==> config.mk <==
export PLATFORM = sky130hd
export DESIGN_NAME = signal_change_edge_step_slope_watch_flat
export DESIGN_NICKNAME = d
export VERILOG_FILES = /design/src/rtl/scesw_pkg.sv /design/src/rtl/scesw_in_if.sv /design/src/rtl/scesw_out_if.sv /design/src/rtl/signal_change_edge_step_slope_watch.sv /design/src/flat_wrapper.sv
export SDC_FILE = /design/constraint.sdc
export NUM_CORES = 2
export LEC_CHECK = 0
export ABC_AREA = 1
export BUFFER_PORTS_ARGS = -buffer_cell sky130_fd_sc_hd__buf_2
export CAP_MARGIN = 20
export CORE_ASPECT_RATIO = 0.7
export CORE_MARGIN = 2
export CORE_UTILIZATION = 50
export DETAILED_ROUTE_END_ITERATION = 10
export HOLD_SLACK_MARGIN = 0.05
export PLACE_DENSITY = 0.66
export REMOVE_ABC_BUFFERS = 1
export SYNTH_ARGS = -nofsm -noshare
export SYNTH_HDL_FRONTEND = slang
export SYNTH_SLANG_ARGS = --single-unit
==> constraint.sdc <==
create_clock -name clk -period 26.2 [get_ports clk]
set_input_delay 5.24 -clock clk [delete_from_list [all_inputs] [get_ports clk]]
set_output_delay 5.24 -clock clk [all_outputs]
set_load 0.02 [all_outputs]
==> src/rtl/scesw_pkg.sv <==
// Package for the signal change, edge, step and slope watcher.
// Holds widths, register indexes and the sequencer state type.
// No dependencies; every other file of the block imports it.
`default_nettype none
package scesw_pkg;

	localparam int SW      = 16;           // sample width
	localparam int TW      = 24;           // tap tick counter width
	localparam int NTRIG   = 9;
	localparam int SLW     = SW + 16;      // slew value, 16 fraction bits
	localparam int DFW     = SLW + 1;      // filter difference and per-tick change
	localparam int MW      = (TW > 17) ? TW : 17;
	localparam int AW      = DFW + MW;     // serial product accumulator
	localparam int CNTN    = (MW > SW) ? MW : SW;
	localparam int CW      = $clog2(CNTN);
	localparam int AD_W    = 5;

	localparam logic [2:0] REG_HYST  = 3'd0;
	localparam logic [2:0] REG_EDGE  = 3'd1;
	localparam logic [2:0] REG_STEP  = 3'd2;
	localparam logic [2:0] REG_THR   = 3'd3;
	localparam logic [2:0] REG_COEF  = 3'd4;
	localparam logic [2:0] REG_RATE  = 3'd5;
	localparam logic [2:0] REG_TLEN  = 3'd6;
	localparam logic [2:0] REG_TAPEN = 3'd7;

	typedef enum logic [4:0] {
		ST_IDLE = 5'b00001,
		ST_MUL1 = 5'b00010,
		ST_MUL2 = 5'b00100,
		ST_DIV  = 5'b01000,
		ST_FIN  = 5'b10000
	} state_t;

endpackage
`default_nettype wire

==> src/rtl/scesw_in_if.sv <==
// Input channel of the watcher: one sample and the tap gate level per item.
// Depends on scesw_pkg for the sample width.
`default_nettype none
interface scesw_in_if import scesw_pkg::*; ();
	logic                 valid;
	logic                 ready;
	logic signed [SW-1:0] sample;
	logic                 tap_gate;

	modport source(output valid, sample, tap_gate, input ready);
	modport sink(input valid, sample, tap_gate, output ready);
endinterface
`default_nettype wire

==> src/rtl/scesw_out_if.sv <==
// Result channel of the watcher: slope, moving gates and trigger levels.
// Depends on scesw_pkg for the trigger count.
`default_nettype none
interface scesw_out_if import scesw_pkg::*; ();
	logic              valid;
	logic              ready;
	logic signed [31:0] slope;
	logic              moving;
	logic              moving_up;
	logic              moving_down;
	logic [NTRIG-1:0]  trigger_levels;

	modport source(output valid, slope, moving, moving_up, moving_down, trigger_levels,
		input ready);
	modport sink(input valid, slope, moving, moving_up, moving_down, trigger_levels,
		output ready);
endinterface
`default_nettype wire

==> src/rtl/signal_change_edge_step_slope_watch.sv <==
// Top level of the signal change, edge, step and slope watcher.
// Depends on scesw_pkg, scesw_in_if and scesw_out_if.
//
// Each item is one tick: a signed sample and a tap gate level. The block
// answers with one result item holding the slope, the moving gates and nine
// trigger levels. A shift-and-add multiplier works one bit per cycle,
// first through the 17-bit filter coefficient, then through the 24-bit slope
// scale, and a restoring divider finds the step compartment one quotient bit
// per cycle. The user must write registers over the APB port only while the
// block is idle; the block itself does not enforce it.
`default_nettype none
module signal_change_edge_step_slope_watch import scesw_pkg::*; (
	input  wire logic             clk,
	input  wire logic             arst_n,
	scesw_in_if.sink              sample_ch,
	scesw_out_if.source           result_ch,
	input  wire logic             psel,
	input  wire logic             penable,
	input  wire logic             pwrite,
	input  wire logic [AD_W-1:0]  paddr,
	input  wire logic [31:0]      pwdata,
	output logic [31:0]           prdata,
	output logic                  pready
);

	// Configuration registers
	logic [15:0] hyst_q, edge_q, step_q, rate_q, tlen_q;
	logic [30:0] thr_q;
	logic [16:0] coef_q;
	logic        tapen_q;

	// Detector state
	state_t                 state_q;
	logic                   init_q, first_q;
	logic signed [SW-1:0]   s_q, kept_q, prev_q;
	logic signed [SW:0]     comp_prev_q;
	logic signed [SLW-1:0]  slew_q;
	logic                   gate_last_q, tap_seen_q;
	logic [TW-1:0]          ticks_q, period_q;
	logic [15:0]            cd_q [NTRIG];

	// Serial arithmetic
	logic signed [AW-1:0]   acc_q, mc_q;
	logic [MW-1:0]          mpl_q;
	logic [CW-1:0]          cnt_q;
	logic                   neg_q, half_q;
	logic [SW-1:0]          dq_q;
	logic [16:0]            rem_q;
	logic signed [31:0]     slope_q;

	// Result register
	logic                   ov_q;
	logic signed [31:0]     o_slope_q;
	logic                   o_mov_q, o_up_q, o_dn_q;
	logic [NTRIG-1:0]       o_lev_q;

	logic                   wr_en, acc_in, fin_go;
	logic signed [SLW-1:0]  target, slew_base;
	logic signed [DFW-1:0]  fdiff, delta;
	logic [DFW-1:0]         delta_mag;
	logic signed [AW-1:0]   acc_n;
	logic [AW-1:0]          q_sh;
	logic signed [31:0]     slope_n;
	logic [TW-1:0]          ticks_inc;
	logic [16:0]            coef_c, r_next;
	logic [SW:0]            s_abs_w;
	logic signed [SW:0]     comp, dk, de;
	logic [SW:0]            dk_mag, de_mag;
	logic [NTRIG-1:0]       fire;
	logic [15:0]            tlen_eff;
	logic [15:0]            cd_n [NTRIG];
	logic [NTRIG-1:0]       lev_n;
	logic                   up_n, dn_n;

	assign pready = 1'b1;
	assign wr_en  = psel && penable && pwrite;

	always_comb begin
		case (paddr[4:2])
			REG_HYST:  prdata = {16'd0, hyst_q};
			REG_EDGE:  prdata = {16'd0, edge_q};
			REG_STEP:  prdata = {16'd0, step_q};
			REG_THR:   prdata = {1'b0, thr_q};
			REG_COEF:  prdata = {15'd0, coef_q};
			REG_RATE:  prdata = {16'd0, rate_q};
			REG_TLEN:  prdata = {16'd0, tlen_q};
			REG_TAPEN: prdata = {31'd0, tapen_q};
			default:   prdata = 32'd0;
		endcase
	end

	always_ff @(posedge clk or negedge arst_n) begin
		if (!arst_n) begin
			hyst_q  <= '0;
			edge_q  <= '0;
			step_q  <= '0;
			thr_q   <= '0;
			coef_q  <= 17'h10000;
			rate_q  <= 16'd1000;
			tlen_q  <= 16'd10;
			tapen_q <= 1'b0;
		end else if (wr_en) begin
			case (paddr[4:2])
				REG_HYST:  hyst_q  <= pwdata[15:0];
				REG_EDGE:  edge_q  <= pwdata[15:0];
				REG_STEP:  step_q  <= pwdata[15:0];
				REG_THR:   thr_q   <= pwdata[30:0];
				REG_COEF:  coef_q  <= pwdata[16:0];
				REG_RATE:  rate_q  <= pwdata[15:0];
				REG_TLEN:  tlen_q  <= pwdata[15:0];
				REG_TAPEN: tapen_q <= pwdata[0];
				default:   ;
			endcase
		end
	end

	assign sample_ch.ready = (state_q == ST_IDLE);
	assign acc_in = sample_ch.valid && (state_q == ST_IDLE);

	// Accept-time arithmetic. On the first item the filter starts at the target.
	assign target    = {sample_ch.sample, 16'd0};
	assign slew_base = init_q ? slew_q : target;
	assign fdiff     = DFW'(target) - DFW'(slew_base);
	assign ticks_inc = (ticks_q == {TW{1'b1}}) ? ticks_q : ticks_q + 1'b1;
	assign coef_c    = coef_q[16] ? 17'h10000 : coef_q;

	// One shift-and-add step, shared by both products.
	assign acc_n     = mpl_q[0] ? acc_q + mc_q : acc_q;
	assign delta     = DFW'(acc_n >>> 16);
	assign delta_mag = delta[DFW-1] ? DFW'(-delta) : DFW'(delta);

	// Truncate the magnitude product, then saturate to 32 bits.
	assign q_sh = half_q ? AW'(acc_n >> 17) : AW'(acc_n >> 16);
	always_comb begin
		if (neg_q) begin
			if (q_sh[AW-1:32] != '0 || (q_sh[31] && q_sh[30:0] != '0))
				slope_n = 32'sh8000_0000;
			else
				slope_n = -$signed(q_sh[31:0]);
		end else begin
			if (q_sh[AW-1:31] != '0)
				slope_n = 32'sh7FFF_FFFF;
			else
				slope_n = $signed(q_sh[31:0]);
		end
	end

	assign r_next  = {rem_q[15:0], dq_q[SW-1]};
	assign s_abs_w = s_q[SW-1] ? (SW+1)'(-$signed({s_q[SW-1], s_q})) : (SW+1)'(s_q);

	// Floor division: a negative dividend with a remainder rounds one further down.
	always_comb begin
		if (s_q[SW-1])
			comp = -$signed({1'b0, dq_q}) - $signed({{SW{1'b0}}, (rem_q != '0)});
		else
			comp = $signed({1'b0, dq_q});
	end

	assign dk     = $signed({s_q[SW-1], s_q}) - $signed({kept_q[SW-1], kept_q});
	assign de     = $signed({s_q[SW-1], s_q}) - $signed({prev_q[SW-1], prev_q});
	assign dk_mag = dk[SW] ? (SW+1)'(-dk) : (SW+1)'(dk);
	assign de_mag = de[SW] ? (SW+1)'(-de) : (SW+1)'(de);

	always_comb begin
		fire = '0;
		if (!first_q) begin
			if (dk_mag > (SW+1)'(hyst_q)) begin
				fire[0] = 1'b1;
				fire[1] = !dk[SW];
				fire[2] = dk[SW];
			end
			if (de != '0 && de_mag >= (SW+1)'(edge_q)) begin
				fire[3] = 1'b1;
				fire[4] = !de[SW];
				fire[5] = de[SW];
			end
			if (step_q != '0 && comp != comp_prev_q) begin
				fire[6] = 1'b1;
				fire[7] = comp > comp_prev_q;
				fire[8] = comp < comp_prev_q;
			end
		end
	end

	assign tlen_eff = (tlen_q == '0) ? 16'd1 : tlen_q;
	always_comb begin
		for (int i = 0; i < NTRIG; i++) begin
			cd_n[i]  = fire[i] ? tlen_eff : cd_q[i];
			lev_n[i] = (cd_n[i] != '0);
		end
	end

	assign up_n   = $signed({slope_q[31], slope_q}) > $signed({2'b00, thr_q});
	assign dn_n   = $signed({slope_q[31], slope_q}) < -$signed({2'b00, thr_q});
	assign fin_go = (state_q == ST_FIN) && (!ov_q || result_ch.ready);

	always_ff @(posedge clk or negedge arst_n) begin
		if (!arst_n) begin
			state_q     <= ST_IDLE;
			init_q      <= 1'b0;
			first_q     <= 1'b0;
			kept_q      <= '0;
			prev_q      <= '0;
			comp_prev_q <= '0;
			slew_q      <= '0;
			gate_last_q <= 1'b0;
			tap_seen_q  <= 1'b0;
			ticks_q     <= '0;
			period_q    <= '0;
			ov_q        <= 1'b0;
			cnt_q       <= '0;
			for (int i = 0; i < NTRIG; i++) cd_q[i] <= '0;
		end else begin
			if (ov_q && result_ch.ready) ov_q <= 1'b0;
			case (state_q)
				ST_IDLE: begin
					if (acc_in) begin
						s_q <= sample_ch.sample;
						for (int i = 0; i < NTRIG; i++)
							if (cd_q[i] != '0) cd_q[i] <= cd_q[i] - 1'b1;
						ticks_q <= ticks_inc;
						if (tapen_q) begin
							gate_last_q <= sample_ch.tap_gate;
							if (sample_ch.tap_gate && !gate_last_q) begin
								if (tap_seen_q) period_q <= ticks_inc;
								ticks_q    <= '0;
								tap_seen_q <= 1'b1;
							end
						end
						if (!init_q) begin
							kept_q <= sample_ch.sample;
							prev_q <= sample_ch.sample;
						end
						slew_q  <= slew_base;
						mc_q    <= AW'(fdiff);
						acc_q   <= '0;
						mpl_q   <= MW'(coef_c);
						cnt_q   <= '0;
						first_q <= !init_q;
						init_q  <= 1'b1;
						state_q <= ST_MUL1;
					end
				end
				ST_MUL1: begin
					acc_q <= acc_n;
					mc_q  <= mc_q <<< 1;
					mpl_q <= mpl_q >> 1;
					cnt_q <= cnt_q + 1'b1;
					if (cnt_q == CW'(16)) begin
						slew_q  <= slew_q + SLW'(delta);
						neg_q   <= delta[DFW-1];
						mc_q    <= AW'({1'b0, delta_mag});
						acc_q   <= '0;
						mpl_q   <= (tapen_q && period_q != '0) ? MW'(period_q) : MW'(rate_q);
						half_q  <= tapen_q && (period_q == '0);
						cnt_q   <= '0;
						state_q <= ST_MUL2;
					end
				end
				ST_MUL2: begin
					acc_q <= acc_n;
					mc_q  <= mc_q <<< 1;
					mpl_q <= mpl_q >> 1;
					cnt_q <= cnt_q + 1'b1;
					if (cnt_q == CW'(MW - 1)) begin
						slope_q <= slope_n;
						dq_q    <= s_abs_w[SW-1:0];
						rem_q   <= '0;
						cnt_q   <= '0;
						state_q <= ST_DIV;
					end
				end
				ST_DIV: begin
					if (r_next >= {1'b0, step_q}) begin
						rem_q <= r_next - {1'b0, step_q};
						dq_q  <= {dq_q[SW-2:0], 1'b1};
					end else begin
						rem_q <= r_next;
						dq_q  <= {dq_q[SW-2:0], 1'b0};
					end
					cnt_q <= cnt_q + 1'b1;
					if (cnt_q == CW'(SW - 1)) state_q <= ST_FIN;
				end
				ST_FIN: begin
					if (fin_go) begin
						for (int i = 0; i < NTRIG; i++) cd_q[i] <= cd_n[i];
						if (first_q || fire[0]) kept_q <= s_q;
						prev_q <= s_q;
						if (step_q != '0 && (first_q || fire[6])) comp_prev_q <= comp;
						ov_q      <= 1'b1;
						o_slope_q <= slope_q;
						o_up_q    <= up_n;
						o_dn_q    <= dn_n;
						o_mov_q   <= up_n || dn_n;
						o_lev_q   <= lev_n;
						state_q   <= ST_IDLE;
					end
				end
				default: state_q <= ST_IDLE;
			endcase
		end
	end

	assign result_ch.valid          = ov_q;
	assign result_ch.slope          = o_slope_q;
	assign result_ch.moving         = o_mov_q;
	assign result_ch.moving_up      = o_up_q;
	assign result_ch.moving_down    = o_dn_q;
	assign result_ch.trigger_levels = o_lev_q;

	a_gates_exclusive: assert property (@(posedge clk) disable iff (!arst_n)
		result_ch.valid |-> !(result_ch.moving_up && result_ch.moving_down))
		else $error("moving up and down both set");

	a_moving_is_or: assert property (@(posedge clk) disable iff (!arst_n)
		result_ch.valid |-> result_ch.moving == (result_ch.moving_up || result_ch.moving_down))
		else $error("moving does not match its direction gates");

	a_accept_starts: assert property (@(posedge clk) disable iff (!arst_n)
		sample_ch.valid && sample_ch.ready |=> state_q == ST_MUL1 && init_q)
		else $error("accepted item did not start the filter product");

	a_first_quiet: assert property (@(posedge clk) disable iff (!arst_n)
		fin_go && first_q |-> fire == '0 && slope_q == '0)
		else $error("first item fired a trigger or gave a slope");

endmodule
`default_nettype wire
==> src/flat_wrapper.sv <==
// flat-port wrapper written by rule: the top's interface ports become plain ports
module signal_change_edge_step_slope_watch_flat import scesw_pkg::*;
  (clk, arst_n, psel, penable, pwrite, paddr, pwdata, prdata, pready, sample_ch_valid, sample_ch_sample, sample_ch_tap_gate, sample_ch_ready, result_ch_valid, result_ch_slope, result_ch_moving, result_ch_moving_up, result_ch_moving_down, result_ch_trigger_levels, result_ch_ready);
  scesw_in_if sample_ch_i ();
  scesw_out_if result_ch_i ();
  input  wire logic clk;
  input  wire logic arst_n;
  input  wire logic psel;
  input  wire logic penable;
  input  wire logic pwrite;
  input  wire logic [AD_W-1:0] paddr;
  input  wire logic [31:0] pwdata;
  output logic [31:0] prdata;
  output logic pready;
  input wire logic [$bits(sample_ch_i.valid)-1:0] sample_ch_valid;
  input wire logic [$bits(sample_ch_i.sample)-1:0] sample_ch_sample;
  input wire logic [$bits(sample_ch_i.tap_gate)-1:0] sample_ch_tap_gate;
  output wire logic [$bits(sample_ch_i.ready)-1:0] sample_ch_ready;
  output wire logic [$bits(result_ch_i.valid)-1:0] result_ch_valid;
  output wire logic [$bits(result_ch_i.slope)-1:0] result_ch_slope;
  output wire logic [$bits(result_ch_i.moving)-1:0] result_ch_moving;
  output wire logic [$bits(result_ch_i.moving_up)-1:0] result_ch_moving_up;
  output wire logic [$bits(result_ch_i.moving_down)-1:0] result_ch_moving_down;
  output wire logic [$bits(result_ch_i.trigger_levels)-1:0] result_ch_trigger_levels;
  input wire logic [$bits(result_ch_i.ready)-1:0] result_ch_ready;
  assign sample_ch_i.valid = sample_ch_valid;
  assign sample_ch_i.sample = sample_ch_sample;
  assign sample_ch_i.tap_gate = sample_ch_tap_gate;
  assign sample_ch_ready = sample_ch_i.ready;
  assign result_ch_valid = result_ch_i.valid;
  assign result_ch_slope = result_ch_i.slope;
  assign result_ch_moving = result_ch_i.moving;
  assign result_ch_moving_up = result_ch_i.moving_up;
  assign result_ch_moving_down = result_ch_i.moving_down;
  assign result_ch_trigger_levels = result_ch_i.trigger_levels;
  assign result_ch_i.ready = result_ch_ready;
  signal_change_edge_step_slope_watch u_core (.clk(clk), .arst_n(arst_n), .sample_ch(sample_ch_i), .result_ch(result_ch_i), .psel(psel), .penable(penable), .pwrite(pwrite), .paddr(paddr), .pwdata(pwdata), .prdata(prdata), .pready(pready));
endmodule
==> impl_metrics.ini <==
[run_status]
outcome = finished, final reports clean

[clocking]
clk_path_buf_depth = 3
clk_pin_slew_worst_paths_ns = 0.06
cts_resized = 0
cts-root-buf = clkbuf_16
hold_buffers = 0
postCtsSetupBuffers = 0
clock_latency_ns = 0.70
cts_tree = yes
numCtsBuffers = 75
cts_sinks = 682
htreeDepth = 3

[worst_setup_path]
slowest_delay_ns = 0.56
cp_max_fo = 17
startpoint_type = input port
crit_slowest_cell = o22ai_1
reg2regPathDepth = 29
r2r_setup_slack_ns = 18.80
r2r_start = u_core.rem_q[0]$_SDFFCE_PN0P_
endpoint_kind = output port
critPathKind = in2out
cp_cell_sequence = buf_2 -> inv_1 -> nand3_1 -> o22ai_1 -> a21oi_1 -> o211ai_1 -> buf_2
crit_arrival_ns = 7.19
cpMostUsedCell = buf_2
cp.required_ns = 20.96
r2r_end = u_core.result_ch.trigger_levels[7]$_DFFE_PP_

[grt]
grt_pass1_vias = 44700
grt_first_pass_wirelength_um = 273000
grt_max_degree = 106
overflow = 0
track_usage_pct = 32.8
antenna_found_initial = 11

[finish]
final_cell_mix = 1848 x nand2_1, 1003 x inv_1, 811 x o21ai_0, 656 x nor2_1, 407 x dfrtp_1
fin_nets = 7849
seqCellArea_um2 = 18400
drive_gt1_share_pct = 8.03
syn2layout_area_growth_pct = 8.85
mostFrequentLayoutCell = nand2_1
n_fill_cell = 10100
multi_input_area_um2 = 29300

[yosys]
synth_cells = 7443
seq_area_frac_synth_pct = 35.0
synth_edf_count = 265
yosysWarnings = 0
synth_fa_ha_area_share_pct = 7.36
syn_avg_cell_area_um2 = 7.06
async_flop_share_pct = 61.1
synth.distinct_cells = 75
synth_xor_area_share_pct = 3.38
synth_seq_cells = 682
synth-compound-area-share_pct = 16.8
synth.area.mux_share_pct = 0.0596
synth_flop_cell = dfrtp_1
synth_top_family_by_area = simple AND/OR/NAND/NOR gates
syn_area_um2 = 52500
yosys.area_share.simple_pct = 28.0

[timing]
fmaxAchievable_mhz = 80.5
setup_viol = 0
hold_viol_final = 0
tightest_slew_ns = 1.10
final.setup.worst_slack_ns = 13.77
period_share_pct = 47.4
fin_tns_setup_ns = 0
rsz0062_at_grt = no
slew_viol_final = 0
relSlewSlack_pct = 26.2
min_period_ns = 12.43
fin_worst_hold_slack_ns = 0.473
finClkSkew_ns = 0.0390

[drt]
postRouteAntennaNets = 0
drc = 0
vias = 51600
wl_per_cell_um = 20.2
drt_iter0_markers = 6112
first_pass_iters = 9
via_per_inst = 5.76
route.final.wire_length_um = 181000

[floorplan]
ios = 140
start_util_pct = 50.4
die_w_um = 391
die_h_um = 275
coreArea_um2 = 104000
fp-row-count = 99
die-area_um2 = 108000

[placement]
portBuffers = 134
gp_congestion = 1.04
dp_hpwl_um = 138000
place_worst_setup_slack_ns = 13.64

[run]
drv_cap = 0

[pwr]
p_leak_nw = 26.9
finalPower_mw = 6.83
ir_drop_mv = 0.0596
power_density_nw_per_um2 = 120

[worst_hold_path]
holdPathStages = 2
min_from = u_core.tap_seen_q$_DFFE_PN0P_
min_to = u_core.tap_seen_q$_DFFE_PN0P_
hold_path_class = reg2reg
## cell usage after synthesis, types with 6 or more instances
cell | number | area share (%)
o21ai_2 | 6 | 0.10
o21bai_1 | 14 | 0.20
buf_4 | 7 | 0.10
o21ai_1 | 66 | 0.63
buf_2 | 30 | 0.29
edfxtp_1 | 265 | 15
dfrtp_1 | 407 | 19
o221ai_1 | 17 | 0.28
xnor2_1 | 39 | 0.65
buf_1 | 12 | 0.086
o211ai_1 | 44 | 0.63
nand4_1 | 132 | 1.6
nand3b_1 | 14 | 0.20
nand3_1 | 366 | 3.5
ha_1 | 301 | 7.2
xor2_1 | 158 | 2.6
nor2_2 | 45 | 0.54
nand2_4 | 11 | 0.24
a21o_1 | 18 | 0.26
a22oi_1 | 14 | 0.20
clkbuf_1 | 169 | 1.2
a32o_1 | 7 | 0.13
o22ai_1 | 79 | 0.94
nand2_1 | 1849 | 13
or2_2 | 38 | 0.45
clkinv_1 | 7 | 0.050
nand2_2 | 60 | 0.71
nor4_1 | 32 | 0.38
o21ai_0 | 811 | 7.7
dfstp_2 | 10 | 0.50
a21oi_1 | 397 | 3.8
inv_2 | 20 | 0.14
a31oi_1 | 88 | 1.0
o31ai_1 | 12 | 0.17
nand3_2 | 39 | 0.74
nor2_4 | 13 | 0.28
o21a_1 | 7 | 0.10
buf_6 | 15 | 0.32
nor3_1 | 79 | 0.75
inv_1 | 1003 | 7.2
nor2_1 | 663 | 4.7
## worst max path at each step
stage	end	cells past startpoint	from	slack (ns)
finish	prdata[1]	7	paddr[3]	13.77
global route	prdata[2]	7	paddr[3]	13.69
CTS	prdata[15]	8	paddr[3]	13.65
detailed placement	prdata[15]	8	paddr[3]	13.64
global placement	prdata[11]	8	paddr[3]	13.61
floorplan	u_core.acc_q[0]$_DFFE_PP_	2	arst_n	9.95
## routing by layer
layer / routed length (µm) / part of all wire [%] / global-route usage (%) / vias up
met5: 27 / 0.015 / 0 / -
met4: 3240 / 1.8 / 6.07 / 4
met3: 22900 / 13 / 9.13 / 194
met2: 66400 / 37 / 41.4 / 2524
met1: 88300 / 49 / 53.9 / 24100
li1: - / - / - / 24800
## kinds of logic (layout without fill, tap and decap cells)
| kind of cell | after synthesis | after routing |
|---|---|---|
| DFF | 682 | 682 |
| other | 2 | 4 |
| xor gates and xnor gates | 200 | 200 |
| buffers and inverters | 1265 | 1367 |
| muxes | 3 | 3 |
| and+or+nand+nor | 3371 | 3371 |
| adders and majority gates | 306 | 306 |
| AOI/OAI and AO/OA | 1614 | 1614 |
## state kept, by name, summed over array words and instances (netlist names), 17 cells and up
register,flops
u_core.cd_q,144
u_core.acc_q,57
u_core.mc_q,57
u_core.result_ch.slope,32
u_core.slew_q,32
u_core.slope_q,32
u_core.thr_q,31
u_core.mpl_q,24
u_core.period_q,24
u_core.ticks_q,24
u_core.coef_q,17
u_core.comp_prev_q,17
u_core.rem_q,17
## critical path: cells and delay by family
kind                   cells  cell delay [ns]
buffers and inverters      3             0.54
AND/OR/NAND/NOR            1             0.52
AO/OA/AOI/OAI              3             0.87
## where the power goes
part / switching, mW / total [mW] / internal, mW
Clock: 0.508 / 1.14 / 0.634
Sequential: 0.254 / 1.70 / 1.45
Combinational: 2.80 / 3.99 / 1.18
Total: 3.57 / 6.83 / 3.27
## cell type report
cell class                 count  area share, %
multi-input combinational   5496           51.2
sequential                   682           32.2
inverter                    1031           6.78
clock buffer                 103           3.81
tap                         1414           3.09
timing repair buffer         196           2.18
clock inverter                37          0.749
antenna                        2        0.00875
## through the flow
step                      instance area, µm²  util [%]  cells
after floorplan                        51500         -   7209
after global placement                 54400      52.2   8812
after detailed placement               54400      52.3   8813
after CTS                              57000      54.8   8953
after global routing                   57200      54.9   8961
final                                  57200      54.9   8961
Power figures use the tool's default switching activity.
